$ cat src/rtl/core/ifss_pkg.sv
// Image format and size sniffer: shared types and constants.
// Request structs for both channels, JPEG walker status, format and status codes.
// No dependencies.
package ifss_pkg;

  localparam int MAX_BYTES_W = 24;
  localparam logic [MAX_BYTES_W-1:0] MAX_BYTES_RESET = 24'd524288;

  localparam logic [1:0] KIND_NONE = 2'd0;
  localparam logic [1:0] KIND_PNG  = 2'd1;
  localparam logic [1:0] KIND_GIF  = 2'd2;
  localparam logic [1:0] KIND_JPEG = 2'd3;

  localparam logic [1:0] STATUS_OK        = 2'd0;
  localparam logic [1:0] STATUS_TOO_LARGE = 2'd1;
  localparam logic [1:0] STATUS_BAD       = 2'd2;

  localparam logic [7:0] PNG_LEAD  = 8'h89;
  localparam logic [7:0] GIF_LEAD  = 8'h47;
  localparam logic [7:0] JPEG_LEAD = 8'hFF;
  localparam logic [7:0] JPEG_SOI  = 8'hD8;
  localparam logic [7:0] JPEG_EOI  = 8'hD9;
  localparam logic [7:0] JPEG_SOS  = 8'hDA;
  localparam logic [7:0] GIF_VER_7 = 8'h37;
  localparam logic [7:0] GIF_VER_9 = 8'h39;

  localparam int PNG_MIN_BYTES = 24;
  localparam int GIF_MIN_BYTES = 10;

  typedef struct packed {
    logic [7:0] data_byte;
    logic       last_byte;
  } in_item_t;

  typedef struct packed {
    logic [1:0]  status;
    logic [1:0]  format_kind;
    logic [15:0] image_width;
    logic [15:0] image_height;
    logic [23:0] file_bytes;
  } out_item_t;

  typedef struct packed {
    logic       step;
    logic       clear;
    logic [7:0] data_byte;
  } jpeg_ctl_t;

  typedef struct packed {
    logic        found;
    logic [15:0] width;
    logic [15:0] height;
  } jpeg_stat_t;

  function automatic logic [7:0] png_sig_byte(input logic [2:0] idx);
    logic [7:0] b;
    case (idx)
      3'd0:    b = 8'h89;
      3'd1:    b = 8'h50;
      3'd2:    b = 8'h4E;
      3'd3:    b = 8'h47;
      3'd4:    b = 8'h0D;
      3'd5:    b = 8'h0A;
      3'd6:    b = 8'h1A;
      default: b = 8'h0A;
    endcase
    return b;
  endfunction

  // "GIF8?a"; the version digit is checked separately
  function automatic logic [7:0] gif_sig_byte(input logic [2:0] idx);
    logic [7:0] b;
    case (idx)
      3'd0:    b = 8'h47;
      3'd1:    b = 8'h49;
      3'd2:    b = 8'h46;
      3'd3:    b = 8'h38;
      3'd4:    b = 8'h37;
      default: b = 8'h61;
    endcase
    return b;
  endfunction

  function automatic logic is_sof(input logic [7:0] m);
    return (m[7:4] == 4'hC) && (m != 8'hC4) && (m != 8'hC8) && (m != 8'hCC);
  endfunction

endpackage

$ cat src/rtl/core/ifss_jpeg_walk.sv
// JPEG marker walker: skips segments and captures size from the first SOF.
// Depends on ifss_pkg for the control and status structs.
module ifss_jpeg_walk
  import ifss_pkg::*;
(
  input  logic       clk,
  input  logic       rst,
  input  jpeg_ctl_t  ctl,
  output jpeg_stat_t stat
);

  localparam logic [2:0] PH_IDLE   = 3'd0;
  localparam logic [2:0] PH_MARK   = 3'd1;
  localparam logic [2:0] PH_LEN_HI = 3'd2;
  localparam logic [2:0] PH_LEN_LO = 3'd3;
  localparam logic [2:0] PH_SOF    = 3'd4;
  localparam logic [2:0] PH_SKIP   = 3'd5;

  localparam logic [1:0] DONE_NONE  = 2'd0;
  localparam logic [1:0] DONE_FOUND = 2'd1;
  localparam logic [1:0] DONE_FAIL  = 2'd2;

  logic [2:0]  phase, phase_next;
  logic [15:0] skip, skip_next;
  logic [7:0]  marker, marker_next;
  logic [15:0] seg_len, seg_len_next;
  logic [15:0] wid, wid_next;
  logic [15:0] hei, hei_next;
  logic [1:0]  done, done_next;

  always_comb begin
    logic [7:0]  b;
    logic [15:0] len;
    logic [15:0] r;
    b            = ctl.data_byte;
    len          = {seg_len[15:8], b};
    r            = skip - 16'd1;
    phase_next   = phase;
    skip_next    = skip;
    marker_next  = marker;
    seg_len_next = seg_len;
    wid_next     = wid;
    hei_next     = hei;
    done_next    = done;
    if (ctl.step && done == DONE_NONE) begin
      unique case (phase)
        PH_MARK: begin
          if (b == JPEG_LEAD) begin
            phase_next = phase;
          end else if (b == JPEG_EOI || b == JPEG_SOS) begin
            done_next = DONE_FAIL;
          end else begin
            marker_next = b;
            phase_next  = PH_LEN_HI;
          end
        end
        PH_LEN_HI: begin
          seg_len_next = {b, 8'h00};
          phase_next   = PH_LEN_LO;
        end
        PH_LEN_LO: begin
          seg_len_next = len;
          if (len < 16'd2) begin
            done_next = DONE_FAIL;
          end else if (is_sof(marker) && len >= 16'd7) begin
            skip_next  = 16'd5;
            wid_next   = '0;
            hei_next   = '0;
            phase_next = PH_SOF;
          end else begin
            skip_next  = len - 16'd2;
            phase_next = (len != 16'd2) ? PH_SKIP : PH_IDLE;
          end
        end
        PH_SOF: begin
          if (skip == '0) begin
            done_next = DONE_FAIL;
          end else begin
            skip_next = r;
            if (r == 16'd3 || r == 16'd2) begin
              hei_next = {hei[7:0], b};
            end else if (r == 16'd1 || r == 16'd0) begin
              wid_next = {wid[7:0], b};
            end
            if (r == '0) begin
              done_next = (wid_next != '0 && hei != '0) ? DONE_FOUND : DONE_FAIL;
            end
          end
        end
        PH_SKIP: begin
          if (skip != '0) begin
            skip_next = r;
          end
          if (skip == '0 || r == '0) begin
            phase_next = PH_IDLE;
          end
        end
        default: begin
          phase_next = (b == JPEG_LEAD) ? PH_MARK : PH_IDLE;
        end
      endcase
    end
  end

  always_ff @(posedge clk) begin
    if (rst || ctl.clear) begin
      phase   <= PH_IDLE;
      skip    <= '0;
      marker  <= '0;
      seg_len <= '0;
      wid     <= '0;
      hei     <= '0;
      done    <= DONE_NONE;
    end else begin
      phase   <= phase_next;
      skip    <= skip_next;
      marker  <= marker_next;
      seg_len <= seg_len_next;
      wid     <= wid_next;
      hei     <= hei_next;
      done    <= done_next;
    end
  end

  assign stat.found  = (done_next == DONE_FOUND);
  assign stat.width  = wid_next;
  assign stat.height = hei_next;

endmodule

$ cat src/rtl/core/image_format_size_sniffer_core.sv
// Image format and size sniffer, top level.
// Depends on ifss_pkg and ifss_jpeg_walk.
//
// Takes one byte of a file per cycle and, on the byte flagged last, delivers one
// result naming the format (PNG, GIF or JPEG), the pixel size and the byte count,
// or a too-large / bad-header status. One byte is accepted every cycle unless a
// last byte is held; the result passes the input register, then the result
// register. Bytes keep flowing while a result waits; only a last byte is held
// while the previous result is still stalled. max_bytes is written through
// cfg_write/cfg_data; the user must write it only while no file is in flight,
// and the block itself does not enforce this.
module image_format_size_sniffer_core
  import ifss_pkg::*;
#(
  parameter int COUNT_BITS = 24
) (
  input  logic                   clk,
  input  logic                   rst,
  input  logic                   cfg_write,
  input  logic [MAX_BYTES_W-1:0] cfg_data,
  input  logic                   in_valid,
  output logic                   in_stall,
  input  in_item_t               in_item,
  output logic                   out_valid,
  input  logic                   out_stall,
  output out_item_t              out_item
);

  localparam int CMP_W = (COUNT_BITS > MAX_BYTES_W) ? COUNT_BITS : MAX_BYTES_W;

  logic [MAX_BYTES_W-1:0] max_bytes;

  logic       in_full;
  logic [7:0] in_byte;
  logic       in_last;

  logic [5:0]            pos, pos_next;
  logic [1:0]            guess, guess_next;
  logic                  match, match_next;
  logic [31:0]           wacc, wacc_next;
  logic [31:0]           hacc, hacc_next;
  logic [COUNT_BITS-1:0] cnt, cnt_next;
  logic                  too_large, too_large_next;

  logic       proc_ok, proc, finish, accept;
  jpeg_ctl_t  jctl;
  jpeg_stat_t jstat;
  out_item_t  res_next;

  assign proc_ok  = !in_last || !out_valid || !out_stall;
  assign proc     = in_full && proc_ok;
  assign finish   = proc && in_last;
  assign in_stall = in_full && !proc_ok;
  assign accept   = in_valid && !in_stall;

  always_ff @(posedge clk) begin
    if (rst) begin
      max_bytes <= MAX_BYTES_RESET;
    end else if (cfg_write) begin
      max_bytes <= cfg_data;
    end
  end

  always_ff @(posedge clk) begin
    if (rst) begin
      in_full <= 1'b0;
    end else if (accept) begin
      in_full <= 1'b1;
    end else if (proc) begin
      in_full <= 1'b0;
    end
  end

  always_ff @(posedge clk) begin
    if (accept) begin
      in_byte <= in_item.data_byte;
      in_last <= in_item.last_byte;
    end
  end

  always_comb begin
    cnt_next       = (cnt != '1) ? cnt + 1'b1 : cnt;
    too_large_next = too_large || (CMP_W'(cnt_next) > CMP_W'(max_bytes));
    pos_next       = (pos != '1) ? pos + 6'd1 : pos;
    guess_next     = guess;
    match_next     = match;
    wacc_next      = wacc;
    hacc_next      = hacc;
    if (pos == 6'd0) begin
      if (in_byte == PNG_LEAD) begin
        guess_next = KIND_PNG;
      end else if (in_byte == GIF_LEAD) begin
        guess_next = KIND_GIF;
      end else if (in_byte == JPEG_LEAD) begin
        guess_next = KIND_JPEG;
      end else begin
        guess_next = KIND_NONE;
      end
      match_next = (guess_next != KIND_NONE);
      wacc_next  = '0;
      hacc_next  = '0;
    end else if (match) begin
      case (guess)
        KIND_PNG: begin
          if (pos < 6'd8) begin
            match_next = (in_byte == png_sig_byte(pos[2:0]));
          end else if (pos >= 6'd16 && pos < 6'd20) begin
            wacc_next = {wacc[23:0], in_byte};
          end else if (pos >= 6'd20 && pos < 6'd24) begin
            hacc_next = {hacc[23:0], in_byte};
          end
        end
        KIND_GIF: begin
          if (pos == 6'd4) begin
            match_next = (in_byte == GIF_VER_7 || in_byte == GIF_VER_9);
          end else if (pos < 6'd6) begin
            match_next = (in_byte == gif_sig_byte(pos[2:0]));
          end else if (pos == 6'd6) begin
            wacc_next[7:0] = wacc[7:0] | in_byte;
          end else if (pos == 6'd7) begin
            wacc_next[15:8] = wacc[15:8] | in_byte;
          end else if (pos == 6'd8) begin
            hacc_next[7:0] = hacc[7:0] | in_byte;
          end else if (pos == 6'd9) begin
            hacc_next[15:8] = hacc[15:8] | in_byte;
          end
        end
        KIND_JPEG: begin
          if (pos == 6'd1) begin
            match_next = (in_byte == JPEG_SOI);
          end
        end
        default: begin
          match_next = match;
        end
      endcase
    end
  end

  assign jctl.step      = proc && match && (guess == KIND_JPEG) && (pos >= 6'd2);
  assign jctl.clear     = finish;
  assign jctl.data_byte = in_byte;

  ifss_jpeg_walk u_jpeg (
    .clk  (clk),
    .rst  (rst),
    .ctl  (jctl),
    .stat (jstat)
  );

  always_comb begin
    res_next              = '0;
    res_next.status       = STATUS_BAD;
    res_next.format_kind  = KIND_NONE;
    res_next.file_bytes   = 24'(cnt_next);
    if (too_large_next) begin
      res_next.status = STATUS_TOO_LARGE;
    end else if (match_next && guess_next == KIND_PNG) begin
      if (cnt_next >= COUNT_BITS'(PNG_MIN_BYTES) && wacc_next != '0 && hacc_next != '0 &&
          wacc_next[31:16] == '0 && hacc_next[31:16] == '0) begin
        res_next.status       = STATUS_OK;
        res_next.format_kind  = KIND_PNG;
        res_next.image_width  = wacc_next[15:0];
        res_next.image_height = hacc_next[15:0];
      end
    end else if (match_next && guess_next == KIND_GIF) begin
      if (cnt_next >= COUNT_BITS'(GIF_MIN_BYTES) && wacc_next != '0 && hacc_next != '0) begin
        res_next.status       = STATUS_OK;
        res_next.format_kind  = KIND_GIF;
        res_next.image_width  = wacc_next[15:0];
        res_next.image_height = hacc_next[15:0];
      end
    end else if (match_next && guess_next == KIND_JPEG) begin
      if (jstat.found) begin
        res_next.status       = STATUS_OK;
        res_next.format_kind  = KIND_JPEG;
        res_next.image_width  = jstat.width;
        res_next.image_height = jstat.height;
      end
    end
  end

  always_ff @(posedge clk) begin
    if (rst || finish) begin
      pos       <= '0;
      guess     <= KIND_NONE;
      match     <= 1'b1;
      wacc      <= '0;
      hacc      <= '0;
      cnt       <= '0;
      too_large <= 1'b0;
    end else if (proc) begin
      pos       <= pos_next;
      guess     <= guess_next;
      match     <= match_next;
      wacc      <= wacc_next;
      hacc      <= hacc_next;
      cnt       <= cnt_next;
      too_large <= too_large_next;
    end
  end

  always_ff @(posedge clk) begin
    if (rst) begin
      out_valid <= 1'b0;
    end else if (finish) begin
      out_valid <= 1'b1;
    end else if (!out_stall) begin
      out_valid <= 1'b0;
    end
  end

  always_ff @(posedge clk) begin
    if (finish) begin
      out_item <= res_next;
    end
  end

endmodule

$ cat config.mk
export PLATFORM = sky130hd
export DESIGN_NAME = image_format_size_sniffer_core
export DESIGN_NICKNAME = d
export VERILOG_FILES = /design/src/rtl/core/ifss_pkg.sv /design/src/rtl/core/ifss_jpeg_walk.sv /design/src/rtl/core/image_format_size_sniffer_core.sv
export SDC_FILE = /design/constraint.sdc
export NUM_CORES = 1
export LEC_CHECK = 0
export BUFFER_PORTS_ARGS = -buffer_cell sky130_fd_sc_hd__clkbuf_2
export CORE_AREA = 2 2 245 247
export DETAILED_ROUTE_END_ITERATION = 8
export DIE_AREA = 0 0 247 249
export MAX_ROUTING_LAYER = met4
export PLACE_DENSITY = 0.49
export SLEW_MARGIN = 20
export SYNTH_ARGS = -nofsm -noshare
export SYNTH_HDL_FRONTEND = slang
export SYNTH_SLANG_ARGS = --single-unit
$ cat constraint.sdc
create_clock -name clk -period 5.6 [get_ports clk]
set_input_delay 1.12 -clock clk [delete_from_list [all_inputs] [get_ports clk]]
set_output_delay 1.12 -clock clk [all_outputs]
set_load 0.005 [all_outputs]
==> results of run 1 <==
-- layer usage --
layer | GRT usage | up-vias | part of all wire
met4 | 0.0313 | 0 | 0.016
met5 | - | - | 0
met1 | 0.199 | 6318 | 0.45
met3 | 0.0212 | 57 | 0.051
li1 | - | 6354 | -
met2 | 0.243 | 312 | 0.48
-- cells by family (layout without fill, tap and decap cells) --
group                      Yosys count  count (layout)  share of synthesized area
DFF                                262             262                      0.406
adders and majority gates           39              39                     0.0333
and+or+nand+nor                    734             734                      0.242
buffers and inverters              193             241                     0.0547
other                                0               4                          0
muxes                               53              53                     0.0366
xor gates and xnor gates            65              65                     0.0389
AOI/OAI and AO/OA                  402             402                      0.189
-- layout make-up --
| type | instances | area, sq um |
|---|---|---|
| clock inverter | 18 | 201 |
| antenna | 4 | 10.0 |
| fill | 6240 | 41800 |
| multi-input combinational | 1293 | 7950 |
| clock buffer | 39 | 891 |
| tap | 773 | 967 |
| timing repair buffer | 127 | 718 |
| sequential | 262 | 5940 |
| inverter | 57 | 214 |
-- power by group through the flow --
stage / combinational (uW) / clock, uW / sequential, uW
CTS: 296 / 2220 / 2000
floorplan: 204 / 0 / 2020
global placement: 293 / 0 / 2040
detailed placement: 294 / 0 / 2050
finish: 294 / 2160 / 2000
global route: 325 / 2280 / 2010
-- cells in the mapped netlist, drive strengths merged, types with 14 or more instances --
library cell	instances	area [sq um]
nor2	289	1080
dfxtp	193	3860
nand2	153	574
a21oi	123	619
clkbuf	96	363
edfxtp	69	2070
inv	57	214
o21ai	55	279
nor3	52	297
mux2i	49	490
nand3	49	245
a22oi	46	345
buf	40	224
ha	39	488
nor4	38	265
xnor2	35	307
xor2	30	263
and3	29	181
or3	29	181
nand4	26	178
o22ai	25	169
o32ai	22	253
a21boi	15	113
a211oi	14	115
-- registers in the layout (all words and copies together) (netlist names), 8 cells and up --
register	flops
u_jpeg.marker	8
u_jpeg.skip	16
cnt	24
wacc	32
max_bytes	24
hacc	32
in_byte	8
u_jpeg.hei	16
u_jpeg.seg_len	8
u_jpeg.wid	16
out_item	60
-- final timing paths --
kind,start,endpoint,slack [ns],cells after the start
setup / recovery,cnt[0]$_SDFFE_PP0P_,out_item[28]$_SDFFCE_PP0P_,1.00,15
hold / removal,max_bytes[16]$_SDFFE_PP0P_,max_bytes[16]$_SDFFE_PP0P_,0.49,2
hold reg to reg,max_bytes[16]$_SDFFE_PP0P_,max_bytes[16]$_SDFFE_PP0P_,0.49,2
setup reg to reg,cnt[0]$_SDFFE_PP0P_,out_item[28]$_SDFFCE_PP0P_,1.00,15
-- metrics by stage --
| step | setup slack [ns] | cell area, sq um | total power (uW) |
|---|---|---|---|
| final | 1.00 | 16900 | 4450 |
| after floorplan | 1.57 | 14600 | 2230 |
| after CTS | 1.01 | 16900 | 4520 |
| after global routing | 0.586 | 16900 | 4620 |
| after detailed placement | 1.02 | 15800 | 2340 |
| after global placement | 1.15 | 15800 | 2340 |
-- worst max-delay path, cell delays in order (launching register included) --
cell and delay [ns]:
dfxtp_1 0.41, ha_1 0.27, nand4_1 0.14, nor4_1 0.40, a31oi_1 0.42, xnor2_1 0.50
ha_1 0.33, a21o_1 0.18, a21oi_1 0.14, a21boi_0 0.10, o21ai_0 0.16, o211ai_1 0.12
nand2_1 0.10, a31o_2 0.31, o211ai_2 0.46, o22ai_1 0.38
-- cells in the final DEF, fill, tap and decap left out, types with 12 or more instances in the layout --
cell / Yosys / routed
nand3_1: 49 / 49
clkbuf_2: 2 / 99
nor3_1: 46 / 45
a21oi_1: 122 / 122
nor2_1: 289 / 289
nand2_1: 153 / 152
o32ai_1: 14 / 14
edfxtp_1: 69 / 69
nor4_1: 35 / 35
nand4_1: 25 / 25
a21boi_0: 15 / 15
and3_1: 29 / 28
a211oi_1: 12 / 12
xor2_1: 30 / 30
a22oi_1: 46 / 46
buf_4: 7 / 27
ha_1: 39 / 39
xnor2_1: 35 / 35
mux2i_1: 49 / 49
inv_1: 57 / 57
a311oi_1: 12 / 12
dfxtp_1: 193 / 193
o22ai_1: 23 / 23
o21ai_0: 53 / 53
or3_1: 29 / 29
clkbuf_16: 0 / 35
==> summary.txt, run 1 <==
Routing
  • DRT Wirelength: 46.3 mm
  • DR WL/cell: 18.0 um
  • Router iterations before antenna repair: 5
  • Via density: 5.07
  • Drt initial violations: ~1,100
  • Post-route ant nets: 0
  • DRC: 0
  • Total number of vias: 13,041

Pwr
  • Clk pwr share: 0.484
  • Comb pwr share: 0.066
  • Power Density: 264 nW/um^2
  • Seq pwr share: 0.450
  • Int Pwr: between 3000 and 4000 uW
  • Worst vdd ir: 0.189 mV
  • Sw frac: 0.243
  • Net Switching: roughly 1100 uW
  • Lkg Pwr: 0.00615 uW

Clock tree
  • CTS Buf Count: 31
  • Clk buf depth: 3
  • H-tree depth: 1
  • Hold_buf cts: 0
  • # Post-CTS Setup Buffers: 0
  • Clock tree from TritonCTS: built
  • Clk sinks: 262
  • Worst-path clk slew: around 0.060 ns
  • Clk root buf: clkbuf_16
  • CTS-repair resized insts: 0
  • Clk_lat worst skew: 0.58 ns

Timing
  • Slew at the pin closest to its max-slew limit: 1.01 ns
  • Final Setup Violations: 0
  • Slew headroom: 0.325
  • Setup TNS: 0 ns
  • Layout Skew: 0.0165 ns
  • RSZ-0062 raised after global routing: false
  • Hold_ws: 0.494 ns
  • Final hold vios: 0
  • Fmax: between 200 and 250 MHz
  • Crit share post-route: 0.821
  • Post-layout min period: about 4.6 ns
  • Final Max Tran Viols: 0

Finish
  • Share of layout cells above drive strength 1: 0.128
  • Final Util: 0.288
  • Post-route insts no fill: 2,573
  • Nets: 1,849
  • Area added between synthesis and finish: 15.4%

Worst setup path
  • WS Path Type: flop to flop
  • Startpoint type of the worst setup path: flop
  • Crit end category: flop
  • CP max FO: 16
  • Worst Path Required: 5.99 ns
  • CP arrival: 4.99 ns

Placed design
  • DP Cell Count: between 2,000 and 3,000
  • Post-DP HPWL: between 30 and 40 mm
  • Port bufs: 99
  • Routability cong.: 0.883

Synth
  • Synth Register Bits: 262
  • Syn Nets: ~1,800
  • Syn Std Cell Area: 14,600 sq um
  • Sequential element share of the synthesized area: 0.406
  • Distinct cell type count after synthesis: 87
  • Synth Area per Inst: approximately 8.4 sq um
  • Ys flop type: dfxtp_1
  • Ys Warns: 0
  • Post-synth EDFFs: 69
  • Gate Count Post-Synth: roughly 1,700
  • FFs w/ async S/R, synth: 0

Worst hold path
  • Hold WC Path Type: flop to flop

GRT
  • Initial antenna violation count: 4
  • Largest net degree at the start of global routing: 86
  • Vias in the first global route: 12,228
  • Overflow after GRT: 0
  • First-pass GRT wire length: 72.6 mm
  • GRT Total Usage: 0.150

Die
  • Die Area: 61,500 sq um
  • Cell row count: slightly below 90
  • Starting Density: 0.249
  • Core area: 58,700 sq um
  • Die Y-Extent: about 250 um
  • Die W: 247 um
  • Ports: 100

Flow run
  • Max Cap Viol: 0

Outcome
  • Status: completed
Note: power is estimated with default switching activity, not from simulation.
==> inputs of run 2 (changes only) <==
--- a/config.mk
+++ b/config.mk
@@ -10,7 +10,7 @@
 export DETAILED_ROUTE_END_ITERATION = 8
 export DIE_AREA = 0 0 247 249
 export MAX_ROUTING_LAYER = met4
-export PLACE_DENSITY = 0.49
+export PLACE_DENSITY = 0.5
 export SLEW_MARGIN = 20
 export SYNTH_ARGS = -nofsm -noshare
 export SYNTH_HDL_FRONTEND = slang
==> constraint.sdc (replaced) <==
create_clock -name clk -period 3.7 [get_ports clk]
set_input_delay 0.74 -clock clk [delete_from_list [all_inputs] [get_ports clk]]
set_output_delay 0.74 -clock clk [all_outputs]
set_load 0.005 [all_outputs]
==> run 2 against run 1 <==
Effect of this change: combinational power grew 80%; critical path type unchanged; fmax grew 29%; utilization grew 2.0 points; setup slack lost 0.88 ns; global-route usage grew 0.56 points; flip-flop and latch count is the same.
==> summary.txt, run 2 (synthesized netlist as in run 1, its figures left out) <==
Placed design
  • Routability cong.: 0.874 (-0.97%)
  • Placed cell areas: 16,800 sq um (+6.5%)
  • Port bufs: 99 (unchanged)
  • Post-DP HPWL: 34.9 mm (+7.1%)

Routing
  • Via density: 5.04 (-0.59%)
  • Router iterations before antenna repair: 5 (unchanged)
  • Total number of vias: 13,604 (+4.3%)
  • DRC: 0 (unchanged)
  • DR WL/cell: 17.9 um (-0.64%)
  • DRT Wirelength: 48.3 mm (+4.3%)
  • Drt initial violations: 903 (-14%)
  • Post-route ant nets: 0 (unchanged)

Worst setup path
  • Critical path's largest stage delay: 0.36 ns (-0.14 ns)
  • WS Path Type: flop to flop
  • Crit-path cells: buf_4 > nand3_1 > or3_1 > a311oi_4 > xor2_2 > ha_1 > nand3_2 > nor3_2 > and3_1 > o21ai_1 > o211ai_1 > nand2_1 > a31o_4 > o211ai_4 > clkbuf_16 > o22ai_1
  • Worst reg-to-reg path cell count: 16 (+1)
  • Worst Path Required: 4.00 ns (-1.99 ns)
  • FF-to-FF Start: cnt[0]$_SDFFE_PP0P_
  • Crit path max-delay family: simple AND/OR/NAND/NOR gates
  • CP max FO: 8 (-8)
  • Crit-path slowest cell: or3_1
  • Crit end category: flop
  • Crit. Startpoint: cnt[0]$_SDFFE_PP0P_
  • Critical path depth: 16 (+1)
  • CP arrival: 3.88 ns (-1.11 ns)
  • Critical path buffers and inverters: 2 (+2)
  • Startpoint type of the worst setup path: flop

Clock tree
  • CTS Buf Count: 30 (-3.2%)
  • Clk_lat worst skew: 0.57 ns (about the same)
  • Clk buf depth: 3 (unchanged)
  • Clk sinks: 262 (unchanged)
  • Worst-path clk slew: 0.06 ns (about the same)
  • Hold_buf cts: 0 (unchanged)
  • H-tree depth: 1 (unchanged)
  • Clock tree from TritonCTS: built
  • Clk root buf: clkbuf_16

Timing
  • Slew headroom: 0.314 (-0.0110)
  • Final Max Tran Viols: 0 (unchanged)
  • Setup TNS: 0 ns (unchanged)
  • Crit share post-route: 0.966 (+0.146)
  • Final Setup Violations: 0 (unchanged)
  • Slew at the pin closest to its max-slew limit: 1.03 ns (+0.0165 ns)
  • Hold_ws: 0.354 ns (-0.140 ns)
  • Fmax: 280 MHz (+29%)
  • Layout Skew: 0.0179 ns (+0.00141 ns)
  • Post-layout min period: 3.57 ns (-1.02 ns)
  • Final hold vios: 0 (unchanged)

Finish
  • Register area: 5940 sq um (+0.15%)
  • Share of layout cells above drive strength 1: 0.201 (+0.0734)
  • Final Util: 0.308 (+0.0203)
  • Nets: 1,979 (+7.0%)
  • Biggest regs: out_item x60, hacc x32, wacc x32
  • Commonest cells after routing, fill and taps aside: nor2_1, dfxtp_1, nand2_1, buf_4, a21oi_1
  • Area added between synthesis and finish: 23.5%
  • Largest register FFs: 60 (unchanged)
  • Fillers: 6,190 (-0.80%)
  • Cell area after layout: 18,100 sq um (+7.0%)
  • Multi-input gate area: 8130 sq um (+2.3%)
  • Largest Register: out_item
  • Most common cell after layout, fill and taps aside: nor2_1

Pwr
  • Worst vdd ir: 0.269 mV (+42%)
  • Power Density: 359 nW/um^2 (+36%)
  • Lkg Pwr: 0.00689 uW (+12%)

GRT
  • Initial antenna violation count: 1 (-3)
  • First-pass GRT wire length: 74.9 mm (+3.1%)
  • Vias in the first global route: 12,979 (+6.1%)
  • Overflow after GRT: 0 (unchanged)
  • Largest net degree at the start of global routing: 60 (-30%)
  • GRT Total Usage: 0.156 (+0.00557)

Die
  • Ports: 100 (unchanged)
  • Die W: 247 um (unchanged)
  • Starting Density: 0.249 (unchanged)
  • Cell row count: 89 (unchanged)
  • Die Area: 61,500 sq um (unchanged)
  • Core area: 58,700 sq um (unchanged)
  • Die Y-Extent: 249 um (unchanged)

Outcome
  • Status: completed

Flow run
  • Max Cap Viol: 0 (unchanged)

Worst hold path
  • Hold WC Path Type: input pin to flop
  • Hold_sp: in_item[7]
  • Hold Path Cell Cnt: 1 (-1)
==> run 2: changes by cell type in the layout (fill, tap and decap cells not counted), moves of 7 or more <==
cell / previous run / this run
buf_12: 1 / 9
dfxtp_1: 193 / 186
dfxtp_2: 0 / 7
buf_4: 27 / 146
==> run 2: worst paths after layout <==
kind | to | slack [ns]
setup reg to reg | out_item[30]$_SDFFCE_PP0P_ | 0.13
setup / recovery | out_item[30]$_SDFFCE_PP0P_ | 0.13
hold reg to reg | u_jpeg.marker[2]$_SDFFE_PP0P_ | 0.49
hold / removal | in_byte[6]$_DFFE_PP_ | 0.35
==> run 2: through the flow <==
stage | worst slack [ns] | power [uW] | instances
detailed placement | -0.187 | 3600 | 2635
finish | 0.125 | 6490 | 2700
floorplan | 0.00351 | 3370 | 1748
global route | -0.0137 | 6740 | 2700
CTS | 0.0245 | 6570 | 2692
global placement | -0.0877 | 3590 | 2635
==> run 2: final cells by class <==
class                      instances  area share
antenna                            1    0.000138
clock buffer                      38      0.0467
clock inverter                    18     0.00678
inverter                          57      0.0118
multi-input combinational       1293       0.450
sequential                       262       0.329
tap                              773      0.0535
timing repair buffer             258       0.102
==> run 2: where the power goes <==
| group | internal (uW) | total, uW | switching, uW |
|---|---|---|---|
| combinational | 184 | 530 | 346 |
| clock | 1680 | 2940 | 1260 |
| sequential | 2980 | 3010 | 35.6 |
| total | 4840 | 6490 | 1640 |
==> run 2: what timing repair did <==
action,4_1_cts,5_1_grt
buffers inserted,0,6
pin swaps,4,1
gates cloned,1,1
endpoints found under the setup margin,33,33
resized for setup,12,33
==> run 2: per-layer routing <==
layer	part of all wire	GRT usage
met1	0.46	0.205
met5	0	-
met2	0.47	0.250
met3	0.042	0.0179
met4	0.028	0.0477
==> run 2: worst reg2reg max path, delay by kind of cell, from the launching register on <==
family	cells	cell delay (ns)
xor+xnor	1	0.13
compound gates	6	1.06
flops	1	0.35
simple gates	6	1.07
buf+inv	2	0.37
fa+ha+maj	1	0.33
==> inputs of run 3 (changes only) <==
--- a/config.mk
+++ b/config.mk
@@ -6,11 +6,13 @@
 export NUM_CORES = 1
 export LEC_CHECK = 0
 export BUFFER_PORTS_ARGS = -buffer_cell sky130_fd_sc_hd__clkbuf_2
+export CELL_PAD_IN_SITES_DETAIL_PLACEMENT = 1
+export CELL_PAD_IN_SITES_GLOBAL_PLACEMENT = 1
 export CORE_AREA = 2 2 245 247
 export DETAILED_ROUTE_END_ITERATION = 8
 export DIE_AREA = 0 0 247 249
 export MAX_ROUTING_LAYER = met4
-export PLACE_DENSITY = 0.5
+export PLACE_DENSITY = 0.59
 export SLEW_MARGIN = 20
 export SYNTH_ARGS = -nofsm -noshare
 export SYNTH_HDL_FRONTEND = slang
==> run 3 against run 2 <==
Effect of this change: combinational power up 6.6%; utilization increased by 1.3 points; count of clock-buffer cells in the layout grew 4; critical path type unchanged; largest cell class unchanged; largest power group is now clock.
==> summary.txt, run 3 (synthesized netlist as in run 1, its figures left out) <==
Worst setup path
  • Reg-to-reg endpoint: out_item[53]$_SDFFCE_PP0P_
  • FF-to-FF setup slack: 0.14 ns (about the same)
  • Crit end category: flop
  • CP max FO: 8 (unchanged)
  • Startpoint type of the worst setup path: flop
  • Worst reg-to-reg path cell count: 16 (unchanged)
  • CP arrival: 3.84 ns (-0.04 ns)
  • Crit. Startpoint: cnt[6]$_SDFFE_PP0P_
  • FF-to-FF Start: cnt[6]$_SDFFE_PP0P_
  • WS Path Type: flop to flop
  • Worst Path Required: 3.97 ns (-0.03 ns)

Finish
  • Diode count: 0 (-1)
  • Commonest cells after routing, fill and taps aside: nor2_1, buf_4, dfxtp_1, nand2_1, a21oi_1
  • Nets: 2,032 (+2.7%)
  • Biggest regs: out_item x60, hacc x32, wacc x32
  • Largest register FFs: 60 (unchanged)
  • Largest Register: out_item
  • Post-route insts no fill: 2,754 (+2.0%)
  • Area added between synthesis and finish: 28.6%
  • Most common cell after layout, fill and taps aside: nor2_1
  • Share of layout cells above drive strength 1: 0.235 (+0.0338)
  • Cell area after layout: 18,800 sq um (+4.2%)

Pwr
  • Seq pwr share: 0.415 (-0.050)
  • Worst vdd ir: 0.217 mV (-20%)
  • Clk pwr share: 0.507 (+0.053)
  • Sw frac: 0.244 (-0.00944)
  • Comb pwr share: 0.078 (-0.004)
  • Power Density: 385 nW/um^2 (+7.4%)
  • Int Pwr: 5490 uW (+13%)
  • Net Switching: 1770 uW (+7.7%)
  • Design Power: 7260 uW (+12%)
  • Lkg Pwr: 0.00727 uW (+5.4%)

Timing
  • Final Setup Violations: 0 (unchanged)
  • Slew at the pin closest to its max-slew limit: 0.984 ns (-0.0455 ns)
  • RSZ-0062 raised after global routing: true
  • Post-layout min period: 3.56 ns (-0.0109 ns)
  • Fmax: 281 MHz (+0.31%)
  • Final Max Tran Viols: 0 (unchanged)
  • Hold_ws: 0.377 ns (+0.0231 ns)
  • Crit share post-route: 0.963 (-0.00295)
  • Setup TNS: 0 ns (unchanged)
  • Final hold vios: 0 (unchanged)
  • Slew headroom: 0.344 (+0.0304)
  • Layout Skew: 0.0263 ns (+0.00837 ns)

GRT
  • Largest net degree at the start of global routing: 71 (+18%)
  • Overflow after GRT: 0 (unchanged)
  • First-pass GRT wire length: 83.6 mm (+12%)
  • Initial antenna violation count: 1 (unchanged)
  • Vias in the first global route: 14,291 (+10%)
  • GRT Total Usage: 0.177 (+0.0211)

Die
  • Core area: 58,700 sq um (unchanged)
  • Ports: 100 (unchanged)
  • Cell row count: 89 (unchanged)
  • Starting Density: 0.249 (unchanged)
  • Die W: 247 um (unchanged)
  • Die Area: 61,500 sq um (unchanged)
  • Die Y-Extent: 249 um (unchanged)

Placed design
  • Placed cell areas: 17,100 sq um (+1.9%)
  • Routability cong.: 0.848 (-3.0%)
  • DP Cell Count: 2,679 (+1.7%)
  • Post-DP HPWL: 39.1 mm (+12%)
  • Port bufs: 99 (unchanged)

Routing
  • Via density: 5.14 (+2.0%)
  • Drt initial violations: 916 (+1.4%)
  • Post-route ant nets: 0 (unchanged)
  • Total number of vias: 14,157 (+4.1%)
  • DRT Wirelength: 54.7 mm (+13%)
  • Router iterations before antenna repair: 5 (unchanged)
  • DRC: 0 (unchanged)
  • DR WL/cell: 19.9 um (+11%)

Worst hold path
  • Sink of the worst hold path: in_byte[5]$_DFFE_PP_
  • Hold Path Cell Cnt: 1 (unchanged)
  • Hold WC Path Type: input pin to flop
  • Hold_sp: in_item[6]

Clock tree
  • Clk sinks: 262 (unchanged)
  • Clk_lat worst skew: 0.55 ns (-0.02 ns)
  • Worst-path clk slew: 0.06 ns (about the same)
  • H-tree depth: 2 (+1)
  • Clk buf depth: 3 (unchanged)
  • Clk root buf: clkbuf_16
  • Hold_buf cts: 0 (unchanged)
  • CTS Buf Count: 34 (+13%)
  • Clock tree from TritonCTS: built

Outcome
  • Status: completed

Flow run
  • Max Cap Viol: 0 (unchanged)
## run 3: changes by cell type in the layout (fill, tap and decap cells not counted), moves of 4 or more
cell       previous run  this run
bufinv_16             1         7
a21oi_2               1         6
clkbuf_8              2         6
clkinv_2             10         3
o32ai_1              13         9
a21oi_1             122       117
buf_4               146       194
## run 3: per-stage QoR
step                      utilization  worst slack (ns)
after floorplan                     -           0.00351
after global placement          0.292           -0.0698
after detailed placement        0.292            -0.213
after CTS                       0.315            0.0116
after global routing            0.321           -0.0773
final                           0.321             0.136
## run 3: final cells by class
| class | instances | area [sq um] |
|---|---|---|
| Fill cell | 6915 | 39900 |
| Multi-Input combinational cell | 1293 | 8230 |
| Sequential cell | 262 | 5950 |
| Timing Repair Buffer | 307 | 2220 |
| Tap cell | 773 | 967 |
| Clock buffer | 42 | 941 |
| Clock inverter | 20 | 300 |
| Inverter | 57 | 214 |
## run 3: critical path: stages, from the launching register on
cell and delay, ns:
dfxtp_2 0.35, nand4_4 0.11, or3_4 0.37, buf_6 0.14, a2111oi_4 0.29, xor2_1 0.16
ha_1 0.33, nand3_2 0.10, nor3_4 0.22, and3_4 0.21, o21ai_1 0.06, o211ai_1 0.11
nand2_1 0.10, a31o_4 0.32, o21ai_4 0.13, clkbuf_16 0.22, o32ai_2 0.08
## run 3: power by group through the flow
| stage | Clock [uW] | Combinational, uW | Sequential, uW |
|---|---|---|---|
| 3_5_place_dp | 0 | 545 | 3070 |
| 5_1_grt | 3890 | 613 | 3020 |
| 2_1_floorplan | 0 | 308 | 3060 |
| 6_report | 3680 | 565 | 3010 |
| 4_1_cts | 3790 | 551 | 3010 |
| 3_3_place_gp | 0 | 535 | 3070 |
## run 3: metal layers
metal  vias to the layer above  share of wire  track usage
met3                        83          0.038       0.0229
met4                         0          0.028       0.0566
li1                       6721              -            -
met5                         -              0            -
met2                       268           0.49        0.289
met1                      7085           0.45        0.225
## run 3: how the worst max path moves through the flow
stage               slack [ns]                          to
global route             -0.08  out_item[46]$_SDFFCE_PP0P_
detailed placement       -0.21  out_item[43]$_SDFFCE_PP0P_
floorplan                0.004  out_item[32]$_SDFFCE_PP0P_
CTS                       0.01  out_item[37]$_SDFFCE_PP0P_
finish                    0.14  out_item[53]$_SDFFCE_PP0P_
global placement         -0.07  out_item[42]$_SDFFCE_PP0P_
## run 3: what timing repair did
action | CTS | global route
resized for setup | 13 | 55
pin swaps | 5 | 13
gates cloned | 1 | 2
setup buffers | 1 | 9
setup endpoints to repair | 34 | 36
endpoints found under the hold margin | 0 | 0
